--- src/id3cp_pkg.sv ---
// shared types, configuration codes and default sizes of the id3v2 chapter parser
// used by id3cp_parser and id3v2_chapter_parser_core
package id3cp_pkg;

  localparam int MAX_TAG_BYTES_DEF     = 4194304;
  localparam int MAX_CHAPTER_COUNT_DEF = 1024;
  localparam int TITLE_CHARS_DEF       = 63;

  localparam int CFG_IDX_W  = 2;
  localparam int CFG_DATA_W = 11;
  localparam logic [CFG_IDX_W-1:0] CFG_MAX_RECORDS   = 2'd0;
  localparam logic [CFG_IDX_W-1:0] CFG_PRESENCE_ONLY = 2'd1;
  localparam logic [10:0] MAX_RECORDS_RESET = 11'd1024;

  // one parser event: a finished chapter record and/or end of file
  typedef struct packed {
    logic        rec;
    logic        done;
    logic [9:0]  idx;
    logic [31:0] start;
    logic        bank;
    logic [10:0] count;
  } ev_t;

  function automatic logic [27:0] syncsafe(input logic [31:0] v);
    syncsafe = {v[30:24], v[22:16], v[14:8], v[6:0]};
  endfunction

endpackage

--- src/id3v2_chapter_parser_core.sv ---
// top level of the id3v2 chapter parser: config registers, event slot and record streamer
// depends on id3cp_pkg, id3cp_parser and id3cp_ram
//
// usage:
//   input channel (in_valid/in_ready) takes one file byte per beat, last_byte on the
//   final byte of a file. output channel (out_valid/out_ready) gives one beat per
//   title character of each chapter record, one beat with char_valid 0 for an empty
//   title, and the beat that closes the file carries stream_done and chapter_count.
//   config channel (cfg_valid/cfg_ready) is always ready; index 0 is max_records,
//   index 1 is presence_only, other indexes are dropped.
//   throughput: one input byte per cycle. a record streams one beat per cycle, while the
//   receiver is ready, from a two-bank title ram, so a record gives max(1, title length)
//   beats; in_ready drops only while a finished record or end of file waits behind one
//   still streaming. the first beat of a record reaches the outputs through the event
//   slot, streamer, ram read stage and output register, in that order.
//   when the receiver stalls, the output register holds and the ram read stage waits;
//   the parser keeps running until the event slot is full.
//   reset: parse state, config and all valids are set at once; there is no clearing pass.
module id3v2_chapter_parser_core #(
  parameter int MAX_TAG_BYTES     = id3cp_pkg::MAX_TAG_BYTES_DEF,
  parameter int MAX_CHAPTER_COUNT = id3cp_pkg::MAX_CHAPTER_COUNT_DEF,
  parameter int TITLE_CHARS       = id3cp_pkg::TITLE_CHARS_DEF
) (
  input  logic                           clk,
  input  logic                           rst,
  input  logic                           in_valid,
  output logic                           in_ready,
  input  logic [7:0]                     data_byte,
  input  logic                           last_byte,
  output logic                           out_valid,
  input  logic                           out_ready,
  output logic                           record_valid,
  output logic [9:0]                     chapter_index,
  output logic [31:0]                    start_ms,
  output logic [7:0]                     title_char,
  output logic                           char_valid,
  output logic                           record_last,
  output logic                           stream_done,
  output logic [10:0]                    chapter_count,
  input  logic                           cfg_valid,
  output logic                           cfg_ready,
  input  logic [id3cp_pkg::CFG_IDX_W-1:0]  cfg_index,
  input  logic [id3cp_pkg::CFG_DATA_W-1:0] cfg_data
);
  import id3cp_pkg::*;

  localparam int LEN_W = $clog2(TITLE_CHARS + 1);

  typedef struct packed {
    logic        rec;
    logic [9:0]  idx;
    logic [31:0] start;
    logic        cv;
    logic        rlast;
    logic        done;
    logic [10:0] count;
  } beat_t;

  logic [10:0] max_records;
  logic        presence_only;

  logic             accept;
  logic             ev_valid;
  ev_t              ev;
  logic [LEN_W-1:0] ev_kept;
  logic             ram_we;
  logic [LEN_W:0]   ram_waddr;
  logic [7:0]       ram_wdata;
  logic [7:0]       ram_rdata;

  logic             job_valid;
  ev_t              job_ev;
  logic [LEN_W-1:0] job_kept;
  logic             job_take;

  logic             act_valid;
  ev_t              act_ev;
  logic [LEN_W-1:0] act_kept;
  logic [LEN_W-1:0] act_i;
  logic             entry_last;
  logic             issue;
  beat_t            issue_beat;

  logic  s1_valid;
  beat_t s1;
  logic  ram_en;
  logic  out_load;
  beat_t out_b;
  logic [7:0] out_char;

  assign cfg_ready = 1'b1;

  always_ff @(posedge clk) begin
    if (rst) begin
      max_records   <= MAX_RECORDS_RESET;
      presence_only <= 1'b0;
    end else if (cfg_valid && cfg_ready) begin
      case (cfg_index)
        CFG_MAX_RECORDS:   max_records <= cfg_data;
        CFG_PRESENCE_ONLY: presence_only <= cfg_data[0];
        default: ;
      endcase
    end
  end

  // the event slot can refill in the cycle it hands its event to the streamer
  assign in_ready = !job_valid || job_take;
  assign accept   = in_valid && in_ready;

  id3cp_parser #(
    .MAX_TAG_BYTES     (MAX_TAG_BYTES),
    .MAX_CHAPTER_COUNT (MAX_CHAPTER_COUNT),
    .TITLE_CHARS       (TITLE_CHARS),
    .LEN_W             (LEN_W)
  ) u_parser (
    .clk           (clk),
    .rst           (rst),
    .accept        (accept),
    .data_byte     (data_byte),
    .last_byte     (last_byte),
    .max_records   (max_records),
    .presence_only (presence_only),
    .ev_valid      (ev_valid),
    .ev            (ev),
    .ev_kept       (ev_kept),
    .ram_we        (ram_we),
    .ram_waddr     (ram_waddr),
    .ram_wdata     (ram_wdata)
  );

  id3cp_ram #(
    .WIDTH (8),
    .DEPTH (2 ** (LEN_W + 1))
  ) u_title_ram (
    .clk   (clk),
    .we    (ram_we),
    .waddr (ram_waddr),
    .wdata (ram_wdata),
    .re    (ram_en),
    .raddr ({act_ev.bank, act_i}),
    .rdata (ram_rdata)
  );

  // streamer: one beat issued per cycle from the active event while the ram read stage can advance
  assign entry_last = !act_ev.rec || (act_kept == '0) ||
                      (({1'b0, act_i} + (LEN_W + 1)'(1)) == {1'b0, act_kept});
  assign out_load   = s1_valid && (!out_valid || out_ready);
  assign ram_en     = !s1_valid || out_load;
  assign issue      = act_valid && ram_en;
  assign job_take   = job_valid && (!act_valid || (issue && entry_last));

  always_comb begin
    issue_beat       = '0;
    issue_beat.rec   = act_ev.rec;
    issue_beat.idx   = act_ev.rec ? act_ev.idx : 10'd0;
    issue_beat.start = act_ev.rec ? act_ev.start : 32'd0;
    issue_beat.cv    = act_ev.rec && (act_kept != '0);
    issue_beat.rlast = act_ev.rec && entry_last;
    issue_beat.done  = act_ev.done && entry_last;
    issue_beat.count = (act_ev.done && entry_last) ? act_ev.count : 11'd0;
  end

  always_ff @(posedge clk) begin
    if (rst) begin
      job_valid <= 1'b0;
    end else if (ev_valid) begin
      job_valid <= 1'b1;
    end else if (job_take) begin
      job_valid <= 1'b0;
    end
  end

  always_ff @(posedge clk) begin
    if (ev_valid) begin
      job_ev   <= ev;
      job_kept <= ev_kept;
    end
  end

  always_ff @(posedge clk) begin
    if (rst) begin
      act_valid <= 1'b0;
    end else if (job_take) begin
      act_valid <= 1'b1;
    end else if (issue && entry_last) begin
      act_valid <= 1'b0;
    end
  end

  always_ff @(posedge clk) begin
    if (job_take) begin
      act_ev   <= job_ev;
      act_kept <= job_kept;
      act_i    <= '0;
    end else if (issue) begin
      act_i <= act_i + LEN_W'(1);
    end
  end

  // ram read stage, moves in step with the ram read enable
  always_ff @(posedge clk) begin
    if (rst) begin
      s1_valid <= 1'b0;
    end else if (ram_en) begin
      s1_valid <= issue;
    end
  end

  always_ff @(posedge clk) begin
    if (ram_en) begin
      s1 <= issue_beat;
    end
  end

  always_ff @(posedge clk) begin
    if (rst) begin
      out_valid <= 1'b0;
    end else if (out_load) begin
      out_valid <= 1'b1;
    end else if (out_ready) begin
      out_valid <= 1'b0;
    end
  end

  always_ff @(posedge clk) begin
    if (out_load) begin
      out_b    <= s1;
      out_char <= s1.cv ? ram_rdata : 8'd0;
    end
  end

  assign record_valid  = out_b.rec;
  assign chapter_index = out_b.idx;
  assign start_ms      = out_b.start;
  assign title_char    = out_char;
  assign char_valid    = out_b.cv;
  assign record_last   = out_b.rlast;
  assign stream_done   = out_b.done;
  assign chapter_count = out_b.count;

  // a pending event is picked up as soon as the streamer is free
  a_job_taken: assert property (@(posedge clk) disable iff (rst)
    job_valid && !act_valid |=> act_valid)
    else $error("pending event not taken by idle streamer");

  // the parser never writes the bank that is being streamed
  a_bank_apart: assert property (@(posedge clk) disable iff (rst)
    !(ram_we && act_valid && act_ev.rec && (ram_waddr[LEN_W] == act_ev.bank)))
    else $error("title write into bank being streamed");

  // every end of file produces a closing event
  a_last_event: assert property (@(posedge clk) disable iff (rst)
    in_valid && in_ready && last_byte |=> job_valid)
    else $error("end of file left no event");

endmodule

--- src/id3cp_ram.sv ---
// generic single write port, single read port ram with registered read and read enable
// no dependencies
module id3cp_ram #(
  parameter int WIDTH = 8,
  parameter int DEPTH = 128
) (
  input  logic                     clk,
  input  logic                     we,
  input  logic [$clog2(DEPTH)-1:0] waddr,
  input  logic [WIDTH-1:0]         wdata,
  input  logic                     re,
  input  logic [$clog2(DEPTH)-1:0] raddr,
  output logic [WIDTH-1:0]         rdata
);

  logic [WIDTH-1:0] mem [DEPTH];

  always_ff @(posedge clk) begin
    if (we) begin
      mem[waddr] <= wdata;
    end
    if (re) begin
      rdata <= mem[raddr];
    end
  end

endmodule

--- src/id3cp_parser.sv ---
// byte-wise id3v2 header, frame and chap/tit2 parser; writes title bytes to a banked ram
// depends on id3cp_pkg
module id3cp_parser #(
  parameter int MAX_TAG_BYTES     = id3cp_pkg::MAX_TAG_BYTES_DEF,
  parameter int MAX_CHAPTER_COUNT = id3cp_pkg::MAX_CHAPTER_COUNT_DEF,
  parameter int TITLE_CHARS       = id3cp_pkg::TITLE_CHARS_DEF,
  parameter int LEN_W             = $clog2(TITLE_CHARS + 1)
) (
  input  logic              clk,
  input  logic              rst,
  input  logic              accept,
  input  logic [7:0]        data_byte,
  input  logic              last_byte,
  input  logic [10:0]       max_records,
  input  logic              presence_only,
  output logic              ev_valid,
  output id3cp_pkg::ev_t    ev,
  output logic [LEN_W-1:0]  ev_kept,
  output logic              ram_we,
  output logic [LEN_W:0]    ram_waddr,
  output logic [7:0]        ram_wdata
);
  import id3cp_pkg::*;

  localparam int TAG_W = $clog2(MAX_TAG_BYTES + 1);

  localparam logic [2:0] PH_HDR     = 3'd0;
  localparam logic [2:0] PH_EXT     = 3'd1;
  localparam logic [2:0] PH_EXTSKIP = 3'd2;
  localparam logic [2:0] PH_FHDR    = 3'd3;
  localparam logic [2:0] PH_BODY    = 3'd4;
  localparam logic [2:0] PH_STOP    = 3'd5;

  localparam logic [3:0] C_ID     = 4'd0;
  localparam logic [3:0] C_TIMES  = 4'd1;
  localparam logic [3:0] C_SUBHDR = 4'd2;
  localparam logic [3:0] C_SKIP   = 4'd3;
  localparam logic [3:0] C_ENC    = 4'd4;
  localparam logic [3:0] C_BOM    = 4'd5;
  localparam logic [3:0] C_PAIR   = 4'd6;
  localparam logic [3:0] C_TEXT   = 4'd7;
  localparam logic [3:0] C_DONE   = 4'd8;

  localparam logic [31:0] ID_CHAP = 32'h43484150;
  localparam logic [31:0] ID_TIT2 = 32'h54495432;

  logic [2:0]       phase, phase_next;
  logic [TAG_W-1:0] tag_pos, tag_pos_next, tag_len, tag_len_next;
  logic [31:0]      hdr_bytes, hdr_bytes_next;
  logic             v4, v4_next, ext_flag, ext_flag_next;
  logic [31:0]      frame_ident, frame_ident_next, frame_rem, frame_rem_next;
  logic [3:0]       hdr_count, hdr_count_next;
  logic [3:0]       chap_phase, chap_phase_next;
  logic [4:0]       chap_off, chap_off_next;
  logic [31:0]      start_time, start_time_next;
  logic [31:0]      sub_ident, sub_ident_next, sub_rem, sub_rem_next;
  logic             little, little_next;
  logic [7:0]       pair_first, pair_first_next;
  logic [LEN_W-1:0] title_len, title_len_next, kept_len, kept_len_next;
  logic [10:0]      found, found_next;
  logic             wbank;

  logic [27:0] hsize;
  logic [31:0] ext_len, fsize, ssize;
  logic [7:0]  first_b, app_char, lo, hi;
  logic        do_app, is_rec;

  function automatic logic bf_fail(input logic [TAG_W-1:0] tp, input logic [TAG_W-1:0] tl,
                                   input logic [10:0] fc);
    bf_fail = (({1'b0, tp} + (TAG_W + 1)'(10)) > {1'b0, tl}) ||
              (fc >= 11'(MAX_CHAPTER_COUNT));
  endfunction

  always_comb begin
    phase_next       = phase;
    tag_pos_next     = tag_pos;
    tag_len_next     = tag_len;
    hdr_bytes_next   = hdr_bytes;
    v4_next          = v4;
    ext_flag_next    = ext_flag;
    frame_ident_next = frame_ident;
    frame_rem_next   = frame_rem;
    hdr_count_next   = hdr_count;
    chap_phase_next  = chap_phase;
    chap_off_next    = chap_off;
    start_time_next  = start_time;
    sub_ident_next   = sub_ident;
    sub_rem_next     = sub_rem;
    little_next      = little;
    pair_first_next  = pair_first;
    title_len_next   = title_len;
    kept_len_next    = kept_len;
    found_next       = found;
    hsize    = '0;
    ext_len  = '0;
    fsize    = '0;
    ssize    = '0;
    first_b  = '0;
    app_char = '0;
    lo       = '0;
    hi       = '0;
    do_app   = 1'b0;
    is_rec   = 1'b0;
    ev       = '0;
    ram_we   = 1'b0;
    ram_wdata = '0;
    ram_waddr = {wbank, title_len};

    if (accept) begin
      case (phase)
        PH_HDR: begin
          if ((tag_pos == TAG_W'(0) && data_byte != 8'h49) ||
              (tag_pos == TAG_W'(1) && data_byte != 8'h44) ||
              (tag_pos == TAG_W'(2) && data_byte != 8'h33)) begin
            phase_next = PH_STOP;
          end else begin
            if (tag_pos == TAG_W'(3)) v4_next = (data_byte >= 8'd4);
            if (tag_pos == TAG_W'(5)) ext_flag_next = data_byte[6];
            if (tag_pos >= TAG_W'(6)) hdr_bytes_next = {hdr_bytes[23:0], data_byte};
            if (tag_pos < TAG_W'(9)) begin
              tag_pos_next = tag_pos + TAG_W'(1);
            end else begin
              hsize = syncsafe(hdr_bytes_next);
              tag_pos_next = '0;
              hdr_bytes_next = '0;
              if (hsize == 28'd0 || hsize > 28'(MAX_TAG_BYTES)) begin
                phase_next = PH_STOP;
              end else begin
                tag_len_next = hsize[TAG_W-1:0];
                if (ext_flag_next) begin
                  phase_next = (hsize < 28'd4) ? PH_STOP : PH_EXT;
                end else if (bf_fail('0, tag_len_next, found)) begin
                  phase_next = PH_STOP;
                end else begin
                  phase_next = PH_FHDR;
                  hdr_count_next = '0;
                  frame_ident_next = '0;
                  frame_rem_next = '0;
                end
              end
            end
          end
        end
        PH_EXT: begin
          tag_pos_next = tag_pos + TAG_W'(1);
          hdr_bytes_next = {hdr_bytes[23:0], data_byte};
          if (tag_pos_next >= TAG_W'(4)) begin
            ext_len = v4 ? {4'd0, syncsafe(hdr_bytes_next)} : hdr_bytes_next + 32'd4;
            if (ext_len >= {{(32-TAG_W){1'b0}}, tag_len}) begin
              phase_next = PH_STOP;
            end else if (ext_len > 32'd4) begin
              frame_rem_next = ext_len;
              phase_next = PH_EXTSKIP;
            end else begin
              tag_pos_next = ext_len[TAG_W-1:0];
              if (bf_fail(ext_len[TAG_W-1:0], tag_len, found)) begin
                phase_next = PH_STOP;
              end else begin
                phase_next = PH_FHDR;
                hdr_count_next = '0;
                frame_ident_next = '0;
                frame_rem_next = '0;
                // short extended header: its length bytes are reread as frame id bytes
                if (ext_len < 32'd4) begin
                  case (ext_len[1:0])
                    2'd0: begin
                      first_b = hdr_bytes_next[31:24];
                      frame_ident_next = hdr_bytes_next;
                    end
                    2'd1: begin
                      first_b = hdr_bytes_next[23:16];
                      frame_ident_next = {8'd0, hdr_bytes_next[23:0]};
                    end
                    2'd2: begin
                      first_b = hdr_bytes_next[15:8];
                      frame_ident_next = {16'd0, hdr_bytes_next[15:0]};
                    end
                    default: begin
                      first_b = hdr_bytes_next[7:0];
                      frame_ident_next = {24'd0, hdr_bytes_next[7:0]};
                    end
                  endcase
                  if (first_b == 8'd0) begin
                    phase_next = PH_STOP;
                  end else begin
                    hdr_count_next = 4'd4 - {2'd0, ext_len[1:0]};
                    tag_pos_next = TAG_W'(4);
                  end
                end
              end
            end
          end
        end
        PH_EXTSKIP: begin
          tag_pos_next = tag_pos + TAG_W'(1);
          if ({{(32-TAG_W){1'b0}}, tag_pos_next} >= frame_rem) begin
            if (bf_fail(tag_pos_next, tag_len, found)) begin
              phase_next = PH_STOP;
            end else begin
              phase_next = PH_FHDR;
              hdr_count_next = '0;
              frame_ident_next = '0;
              frame_rem_next = '0;
            end
          end
        end
        PH_FHDR: begin
          tag_pos_next = tag_pos + TAG_W'(1);
          if (hdr_count == 4'd0 && data_byte == 8'd0) begin
            phase_next = PH_STOP;
          end else begin
            if (hdr_count < 4'd4) frame_ident_next = {frame_ident[23:0], data_byte};
            else if (hdr_count < 4'd8) frame_rem_next = {frame_rem[23:0], data_byte};
            hdr_count_next = hdr_count + 4'd1;
            if (hdr_count_next == 4'd10) begin
              fsize = v4 ? {4'd0, syncsafe(frame_rem_next)} : frame_rem_next;
              if (fsize == 32'd0 ||
                  ({1'b0, fsize} + {{(33-TAG_W){1'b0}}, tag_pos_next}) >
                  {{(33-TAG_W){1'b0}}, tag_len}) begin
                phase_next = PH_STOP;
              end else begin
                frame_rem_next = fsize;
                phase_next = PH_BODY;
                chap_phase_next = C_ID;
                chap_off_next = '0;
                start_time_next = '0;
                title_len_next = '0;
                kept_len_next = '0;
              end
            end
          end
        end
        PH_BODY: begin
          tag_pos_next = tag_pos + TAG_W'(1);
          frame_rem_next = frame_rem - 32'd1;
          if (frame_ident == ID_CHAP) begin
            case (chap_phase)
              C_ID: begin
                if (data_byte == 8'd0) begin
                  chap_phase_next = C_TIMES;
                  chap_off_next = '0;
                end
              end
              C_TIMES: begin
                if (chap_off < 5'd4) start_time_next = {start_time[23:0], data_byte};
                chap_off_next = chap_off + 5'd1;
                if (chap_off_next == 5'd16) begin
                  hdr_count_next = '0;
                  sub_ident_next = '0;
                  sub_rem_next = '0;
                  chap_phase_next = (frame_rem_next < 32'd10) ? C_DONE : C_SUBHDR;
                end
              end
              C_SUBHDR: begin
                if (hdr_count < 4'd4) sub_ident_next = {sub_ident[23:0], data_byte};
                else if (hdr_count < 4'd8) sub_rem_next = {sub_rem[23:0], data_byte};
                hdr_count_next = hdr_count + 4'd1;
                if (hdr_count_next == 4'd10) begin
                  ssize = v4 ? {4'd0, syncsafe(sub_rem_next)} : sub_rem_next;
                  if (ssize == 32'd0 || ssize > frame_rem_next) begin
                    chap_phase_next = C_DONE;
                  end else begin
                    sub_rem_next = ssize;
                    chap_phase_next = (sub_ident_next == ID_TIT2) ? C_ENC : C_SKIP;
                  end
                end
              end
              C_SKIP: begin
                sub_rem_next = sub_rem - 32'd1;
                if (sub_rem_next == 32'd0) begin
                  hdr_count_next = '0;
                  sub_ident_next = '0;
                  sub_rem_next = '0;
                  chap_phase_next = (frame_rem_next < 32'd10) ? C_DONE : C_SUBHDR;
                end
              end
              C_ENC: begin
                sub_rem_next = sub_rem - 32'd1;
                chap_off_next = '0;
                little_next = 1'b0;
                if (data_byte == 8'd1) chap_phase_next = C_BOM;
                else if (data_byte == 8'd2) chap_phase_next = C_PAIR;
                else chap_phase_next = C_TEXT;
                if (sub_rem_next == 32'd0) chap_phase_next = C_DONE;
              end
              C_BOM: begin
                sub_rem_next = sub_rem - 32'd1;
                if (chap_off == 5'd0) begin
                  pair_first_next = data_byte;
                  chap_off_next = 5'd1;
                end else begin
                  little_next = (pair_first == 8'hFF) && (data_byte == 8'hFE);
                  chap_off_next = '0;
                  chap_phase_next = C_PAIR;
                end
                if (sub_rem_next == 32'd0) chap_phase_next = C_DONE;
              end
              C_PAIR: begin
                sub_rem_next = sub_rem - 32'd1;
                if (chap_off == 5'd0) begin
                  pair_first_next = data_byte;
                  chap_off_next = 5'd1;
                end else begin
                  lo = little ? pair_first : data_byte;
                  hi = little ? data_byte : pair_first;
                  chap_off_next = '0;
                  if (lo == 8'd0 && hi == 8'd0) begin
                    chap_phase_next = C_DONE;
                  end else begin
                    do_app = 1'b1;
                    app_char = (hi != 8'd0) ? 8'h3F : lo;
                  end
                end
                if (sub_rem_next == 32'd0) chap_phase_next = C_DONE;
              end
              C_TEXT: begin
                sub_rem_next = sub_rem - 32'd1;
                if (data_byte == 8'd0) begin
                  chap_phase_next = C_DONE;
                end else begin
                  do_app = 1'b1;
                  app_char = data_byte;
                end
                if (sub_rem_next == 32'd0) chap_phase_next = C_DONE;
              end
              default: ;
            endcase
            if (do_app) begin
              if (title_len < LEN_W'(TITLE_CHARS)) begin
                ram_we = 1'b1;
                ram_wdata = app_char;
                title_len_next = title_len + LEN_W'(1);
                if (app_char != 8'h20 && app_char != 8'h0D && app_char != 8'h0A) begin
                  kept_len_next = title_len_next;
                end
              end
              if (title_len_next >= LEN_W'(TITLE_CHARS)) chap_phase_next = C_DONE;
            end
          end
          if (frame_rem_next == 32'd0) begin
            is_rec = (frame_ident == ID_CHAP) && (chap_phase_next >= C_SUBHDR);
            if (is_rec) begin
              if (!presence_only && found < max_records) begin
                ev.rec = 1'b1;
                ev.idx = found[9:0];
              end
              found_next = found + 11'd1;
            end
            if (is_rec && presence_only) begin
              phase_next = PH_STOP;
            end else if (bf_fail(tag_pos_next, tag_len, found_next)) begin
              phase_next = PH_STOP;
            end else begin
              phase_next = PH_FHDR;
              hdr_count_next = '0;
              frame_ident_next = '0;
              frame_rem_next = '0;
            end
          end
        end
        default: ;
      endcase
      ev.done  = last_byte;
      ev.start = ev.rec ? start_time_next : 32'd0;
      ev.bank  = wbank;
      ev.count = last_byte ? found_next : 11'd0;
    end
  end

  assign ev_valid = accept && (ev.rec || last_byte);
  assign ev_kept  = kept_len_next;

  // end of file puts the whole parse back to its reset state
  always_ff @(posedge clk) begin
    if (rst || (accept && last_byte)) begin
      phase       <= PH_HDR;
      tag_pos     <= '0;
      tag_len     <= '0;
      hdr_bytes   <= '0;
      v4          <= 1'b0;
      ext_flag    <= 1'b0;
      frame_ident <= '0;
      frame_rem   <= '0;
      hdr_count   <= '0;
      chap_phase  <= C_ID;
      chap_off    <= '0;
      start_time  <= '0;
      sub_ident   <= '0;
      sub_rem     <= '0;
      little      <= 1'b0;
      pair_first  <= '0;
      title_len   <= '0;
      kept_len    <= '0;
      found       <= '0;
    end else if (accept) begin
      phase       <= phase_next;
      tag_pos     <= tag_pos_next;
      tag_len     <= tag_len_next;
      hdr_bytes   <= hdr_bytes_next;
      v4          <= v4_next;
      ext_flag    <= ext_flag_next;
      frame_ident <= frame_ident_next;
      frame_rem   <= frame_rem_next;
      hdr_count   <= hdr_count_next;
      chap_phase  <= chap_phase_next;
      chap_off    <= chap_off_next;
      start_time  <= start_time_next;
      sub_ident   <= sub_ident_next;
      sub_rem     <= sub_rem_next;
      little      <= little_next;
      pair_first  <= pair_first_next;
      title_len   <= title_len_next;
      kept_len    <= kept_len_next;
      found       <= found_next;
    end
  end

  // title bank swaps on every record event that the parser emits
  always_ff @(posedge clk) begin
    if (rst) begin
      wbank <= 1'b0;
    end else if (accept && ev.rec) begin
      wbank <= ~wbank;
    end
  end

endmodule
--- config.mk ---
export PLATFORM = sky130hd
export DESIGN_NAME = id3v2_chapter_parser_core
export DESIGN_NICKNAME = d
export VERILOG_FILES = /design/src/id3cp_pkg.sv /design/src/id3v2_chapter_parser_core.sv /design/src/id3cp_ram.sv /design/src/id3cp_parser.sv
export SDC_FILE = /design/constraint.sdc
export NUM_CORES = 2
export LEC_CHECK = 0
export BUFFER_PORTS_ARGS = -buffer_cell sky130_fd_sc_hd__buf_2
export CORE_MARGIN = 2
export CORE_UTILIZATION = 40
export DETAILED_ROUTE_END_ITERATION = 10
export PLACE_DENSITY = 0.62
export SYNTH_ARGS = -nofsm -noshare
export SYNTH_HDL_FRONTEND = slang
export SYNTH_SLANG_ARGS = --single-unit
--- constraint.sdc ---
create_clock -name clk -period 10.15 [get_ports clk]
set_input_delay 1.5225 -clock clk [delete_from_list [all_inputs] [get_ports clk]]
set_output_delay 1.5225 -clock clk [all_outputs]
set_load 0.02 [all_outputs]
; Word level (Yosys, flattened, before mapping)
; Memory sizes are Yosys's and may differ from the RTL's. A register that Yosys moved wholly into a read port is not among the register bits.
; Index checks and enable logic that the tools add are counted.
[totals]
regBits = 556
latchBits = 0
ram_bits = 1024
mem_bits_ro = 0
inputBits = 27
out_inout_bits = 68
n_memories = 1
[memory_table]
columns = memory, depth, word_bits, rd, rd_clocked_by_memory_dff, wr, line
row1 = u_title_ram.mem, 128, 8, 1, 1, 1, id3cp_ram.sv:16  ; logic [WIDTH-1:0] mem [DEPTH];
[op_classes]
addsub = 14
n_mul = 0
div_mod_pow = 0
magnitude_cmp = 25
eq_ne = 62
shifts = 0
n_mux = 244
n_bitwise = 4
reduce_logical = 99
[op_table]
columns = operator, n
row1 = 32-bit two-way mux, 58
row2 = 32-bit one-hot mux with 5 select lines, 2
row3 = 32-bit one-hot mux with 3 select lines, 2
row4 = 31-bit two-way mux, 6
row5 = 23-bit two-way mux, 8
row6 = 4-bit two-way mux, 43
row7 = 8-bit two-way mux, 21
row8 = 32-bit logical NOT, 4
row9 = 32-bit one-hot mux with 4 select lines, 1
row10 = 6-bit two-way mux, 18
row11 = 11-bit two-way mux, 7
row12 = 23-bit one-hot mux with 3 select lines, 1
row13 = 32-bit by 31-bit == test with 1-bit output (second input constant), 2
row14 = 32-bit one-hot mux with 2 select lines, 1
row15 = 32-bit by 1-bit subtractor with 32-bit output (second input constant), 2
row16 = 31-bit one-hot mux with 2 select lines, 1
row17 = 3-bit two-way mux, 20
row18 = 56-bit two-way mux, 1
row19 = 23-bit by 4-bit adder with 24-bit output (second input constant), 2
row20 = 24-bit by 23-bit > comparator with 1-bit output, 2
row21 = 23-bit by 2-bit == test with 1-bit output (second input constant), 2
row22 = 23-bit by 3-bit >= comparator with 1-bit output (second input constant), 2
row23 = 10-bit two-way mux, 4
row24 = 32-bit by 23-bit adder with 33-bit output, 1
row25 = 97 further kinds, 237

; Depth between registers and ports, before layout
[depth]
depth_word = 35
depth_mapped = 38

; Cells and area by module
; Synthesis repeated with hierarchy kept, for this count alone.
[hier_totals]
cells_unflattened = 5809
hier_area_um2 = 75680.1
[by_module_without_submodules]
columns = module, instances, cells_per_inst, area_per_inst_um2, seq_area_each_um2
row1 = id3cp_ram, 1, 1634, 39736.9, 30989.7
row2 = id3cp_parser, 1, 3734, 27022.2, 5765.5
row3 = id3v2_chapter_parser_core, 1, 441, 8921.1, 7827.5

; Worst setup path after synthesis
; No wires, ideal clock.
[synth_timing]
path_kind = input-to-reg
from = in out_ready
to = mem u_title_ram.mem[0][6], data pin
t_arrival_ps = 8197
path_slack_ps = 801
cell_stages = 9
n_path_buf = 2
path_cell_list = nor2b_1 -> and2_1 -> o211ai_1 -> and2_1 -> clkbuf_1 -> nand2_1 -> or3_1 -> clkbuf_1 -> nor3_1
[synth_via]
elab_chain_cells = 10
[synth_lines]
columns = element, line
row1 = start: declaration, id3v2_chapter_parser_core.sv:31  ; input logic out_ready,
row2 = 1-bit logical OR, id3v2_chapter_parser_core.sv:147  ; assign out_load = s1_valid && (!out_valid || out_ready);
row3 = 1-bit logical AND, id3v2_chapter_parser_core.sv:147
row4 = 1-bit logical OR, id3v2_chapter_parser_core.sv:148  ; assign ram_en = !s1_valid || out_load;
row5 = 1-bit logical AND, id3v2_chapter_parser_core.sv:149  ; assign issue = act_valid && ram_en;
row6 = 1-bit logical AND, id3v2_chapter_parser_core.sv:150  ; assign job_take = job_valid && (!act_valid || (issue && entry_last));
row7 = 1-bit logical OR, id3v2_chapter_parser_core.sv:150
row8 = 1-bit logical AND, id3v2_chapter_parser_core.sv:150
row9 = 1-bit logical OR, id3v2_chapter_parser_core.sv:107  ; assign in_ready = !job_valid || job_take;
row10 = named net in_ready, id3v2_chapter_parser_core.sv:27  ; output logic in_ready,
row11 = 1-bit logical AND, id3v2_chapter_parser_core.sv:108  ; assign accept = in_valid && in_ready;
row12 = 8-bit two-way mux, id3cp_parser.sv:109  ; if (accept) begin
row13 = named net ram_wdata[6], id3v2_chapter_parser_core.sv:68  ; logic [7:0] ram_wdata;
row14 = end: declaration, id3cp_ram.sv:16
; The timed path passes the listed nets, and every way through them passes these cells.

; Worst setup path in the final report
[layout_timing]
from = reg u_parser.tag_pos[0]
to = reg u_parser.chap_off[4]
[layout_via]
elab_chain_cells = 6
[layout_lines]
columns = element, line
row1 = start: declaration, id3cp_parser.sv:48  ; logic [TAG_W-1:0] tag_pos, tag_pos_next, tag_len, tag_len_next;
row2 = start signal: assignment, id3cp_parser.sv:397  ; tag_pos <= tag_pos_next;
row3 = 23-bit by 1-bit adder with 23-bit output, id3cp_parser.sv:208  ; tag_pos_next = tag_pos + TAG_W'(1);
row4 = 32-bit by 23-bit adder with 33-bit output, id3cp_parser.sv:218  ; ({1'b0, fsize} + {{(33-TAG_W){1'b0}}, tag_pos_next}) >
row5 = 33-bit by 23-bit > comparator with 1-bit output, id3cp_parser.sv:218
row6 = 1-bit logical OR, id3cp_parser.sv:217  ; if (fsize == 32'd0 ||
row7 = 2-bit inequality test (no line), n/a
row8 = 8-bit AND reduction (no line), n/a
row9 = end signal: assignment, id3cp_parser.sv:406  ; chap_off <= chap_off_next;
row10 = end: declaration, id3cp_parser.sv:54  ; logic [4:0] chap_off, chap_off_next;
; Every way passes these cells.
; A chain may end at the register's enable or synchronous reset.

==> results.cfg <==
[synth]
ys_ff_latch = 1588
ys_seq_area_share_pct = 59.4
syn_area_sq_um = 75000
synth_flop_cell = edfxtp_1
netlist_instances = 5657
yosys_warnings = 0
synth_area_per_cell_sq_um = 13.3
synthArstFlopShare_pct = 0
ys_types = 110
synth-edff-count = 1278
syn_nets = 5892

[drt]
drt_iter0_drc = 5842
drc = 0
routedWlPerCell_microns = 25.7
wl_mm = 212
drtPass1Iterations = 8
drtAntennaViolNets = 0
via_per_inst = 5.98
vias = 49400

[worst_setup_path]
cp.arrival_ns = 9.18
crit_family = compound AO/OA/AOI/OAI gates
critPathMaxFanout = 14
cp_num_cells = 30
reg2reg_to = u_parser.chap_off[4]$_SDFFE_PP0P_
path_buf_inv = 2
worstSetupPathType = flop to flop
rrSetupSlack_ns = 1.66
slowest_delay_ns = 0.91
reg2reg_from = u_parser.tag_pos[0]$_SDFFE_PP0P_
setup.worst_path.start_class = flop
worstSetupEndpoint = u_parser.chap_off[4]$_SDFFE_PP0P_
crit_slowest_cell = o21ai_2
cpMostUsedCell = a21oi_1
startpoint = u_parser.tag_pos[0]$_SDFFE_PP0P_
rr_worst_depth = 30
crit_required_ns = 10.85
end_kind = flop

[place]
post-dp-hpwl_mm = 141
place_congestion = 0.966
port-buffer-count = 93

[sta]
skew_ns = 0.0717
tightest_slew_ns = 1.21
finalMaxSlewViolations = 0
fin_crit_sh_pct = 83.6
fin_crit_ns = 8.49
max_freq_ghz = 0.118
finalSetupViolations = 0
relSlewSlack_pct = 18.8
tns_ns = 0
hold_viol = 0
rsz0062_at_grt = no

[die]
core_sq_um = 186000
die_w_microns = 437
die_area_sq_um = 191000
start_util_pct = 40.4
io_pins = 95
die_h_microns = 437
num_rows = 158

[pwr]
power.density_nw_per_um2 = 177
ir_drop_mv = 0.139
p_leak_nw = 25.2
power_mw = 14.8

[final_layout]
final_common_cell = edfxtp_1
seq_area_sq_um = 44600
most-common-layout-cells = edfxtp_1, nor2_1, mux4_2
area_growth_pct = 11.3
multi_input_area_sq_um = 28500
final_nets = 5869
drive_above_1_share_pct = 15.6
num-fill-cells = 16500

[min_path]
min_path_type = flop to flop

[clock_tree]
cts.sinks = 1588
post-cts-setup-buffer-count = 0
cts_buffer_depth = 3
ctsResizeCount = 0
cts_root_buf = clkbuf_16
htree_levels = 4
clk_pin_slew_worst_paths_ns = 0.06
numCtsBuffers = 164
cts_tree = built
holdBufCountCts = 0
clock_latency_ns = 0.83

[global_route]
overflow = 0
grt.total_usage_pct = 21.8
grt_max_degree = 149
grt_first_pass_wirelength_mm = 317
antenna_found_initial = 2
grt_pass1_vias = 48100

[outcome]
outcome = finished clean

[job]
max_cap_viol_count = 0
-- metal layers --
layer  part of all wire [%]  GRT usage [%]
met5                      0              0
met1                     42           30.3
met2                     46           34.4
met4                    3.6           7.37
met3                    8.2           3.87
-- worst min path at each step --
stage	from	to	slack (ns)	cells past startpoint
2_1_floorplan	job_ev[0]$_SDFFCE_PN0P_	act_ev[0]$_DFFE_PP_	0.40	0
3_3_place_gp	s1[25]$_SDFFCE_PN0N_	start_ms[11]$_DFFE_PP_	0.40	0
3_5_place_dp	job_ev[0]$_SDFFCE_PN0P_	act_ev[0]$_DFFE_PP_	0.40	0
4_1_cts	job_kept[4]$_DFFE_PP_	act_kept[4]$_DFFE_PP_	0.38	0
5_1_grt	job_kept[2]$_DFFE_PP_	act_kept[2]$_DFFE_PP_	0.39	0
6_report	job_kept[4]$_DFFE_PP_	act_kept[4]$_DFFE_PP_	0.38	0
-- final cells by class --
cell class,instances,area share [%]
sequential,1588,53.4
multi-input combinational,3552,34.2
clock buffer,213,5.23
tap,2480,3.72
timing repair buffer,189,1.44
clock inverter,90,1.40
inverter,139,0.625
antenna,1,0.00300
-- worst reg2reg max path, delay by kind of cell (launching register included) --
family / cells / cell delay (ns)
buffers and inverters: 2 / 0.29
AND/OR/NAND/NOR: 10 / 2.75
flip-flops: 1 / 0.55
adder cells (fa/ha/maj): 3 / 1.22
XOR/XNOR: 1 / 0.13
AO/OA/AOI/OAI: 14 / 3.47
-- cells in the mapped netlist, drive strengths merged (18+ instances only) --
library cell	count	area [sq um]
a211oi	72	656
a21o	61	458
a21oi	280	1410
a22o	57	499
a22oi	103	773
a31oi	38	238
and2	123	772
and3	34	214
and4	18	158
buf	98	473
clkbuf	280	1050
dfxtp	310	6210
edfxtp	1278	38400
ha	207	2590
inv	137	514
mux2i	96	961
mux4	341	7680
nand2	318	1190
nand2b	32	200
nand3	133	671
nand4	83	541
nor2	582	2190
nor2b	39	244
nor3	103	536
nor4	76	548
nor4b	24	223
o21ai	164	840
o22ai	28	175
o31ai	21	163
or3	38	238
or4	30	233
xnor2	121	1070
xor2	63	552
-- where the power goes --
group	switching [mW]	internal, mW	total (mW)	leakage [nW]
Combinational	1.01	0.582	1.59	10.4
Clock	2.66	3.45	6.11	2.65
Sequential	0.110	6.99	7.10	12.1
Total	3.78	11.0	14.8	25.2
-- cell families after synthesis --
family / share of synthesized area [%]
compound gates: 9.09
xor+xnor: 2.16
fa+ha+maj: 3.49
buf+inv: 2.73
flops: 59.4
mux: 11.7
other cells: 0.00500
simple gates: 11.4
-- metrics by stage --
stage,util [%],hold slack (ns),area (sq um),instances,setup slack (ns)
3_5_place_dp,41.9,0.405,77900,7948,1.65
3_3_place_gp,41.9,0.404,77900,7948,1.80
2_1_floorplan,-,0.400,75000,5657,0.801
6_report,44.9,0.381,83500,8252,1.66
4_1_cts,44.9,0.376,83500,8251,1.94
5_1_grt,44.9,0.389,83500,8251,1.12
-- state kept, by name, indices dropped and copies added (netlist names), 31 cells and up --
register              count
u_title_ram.mem        1024
s1                       57
act_ev                   56
job_ev                   56
start_ms                 32
u_parser.frame_ident     32
u_parser.frame_rem       32
u_parser.start_time      32
u_parser.sub_ident       32
u_parser.sub_rem         32
u_parser.hdr_bytes       31
No activity file was read; power rests on OpenSTA's default activity.
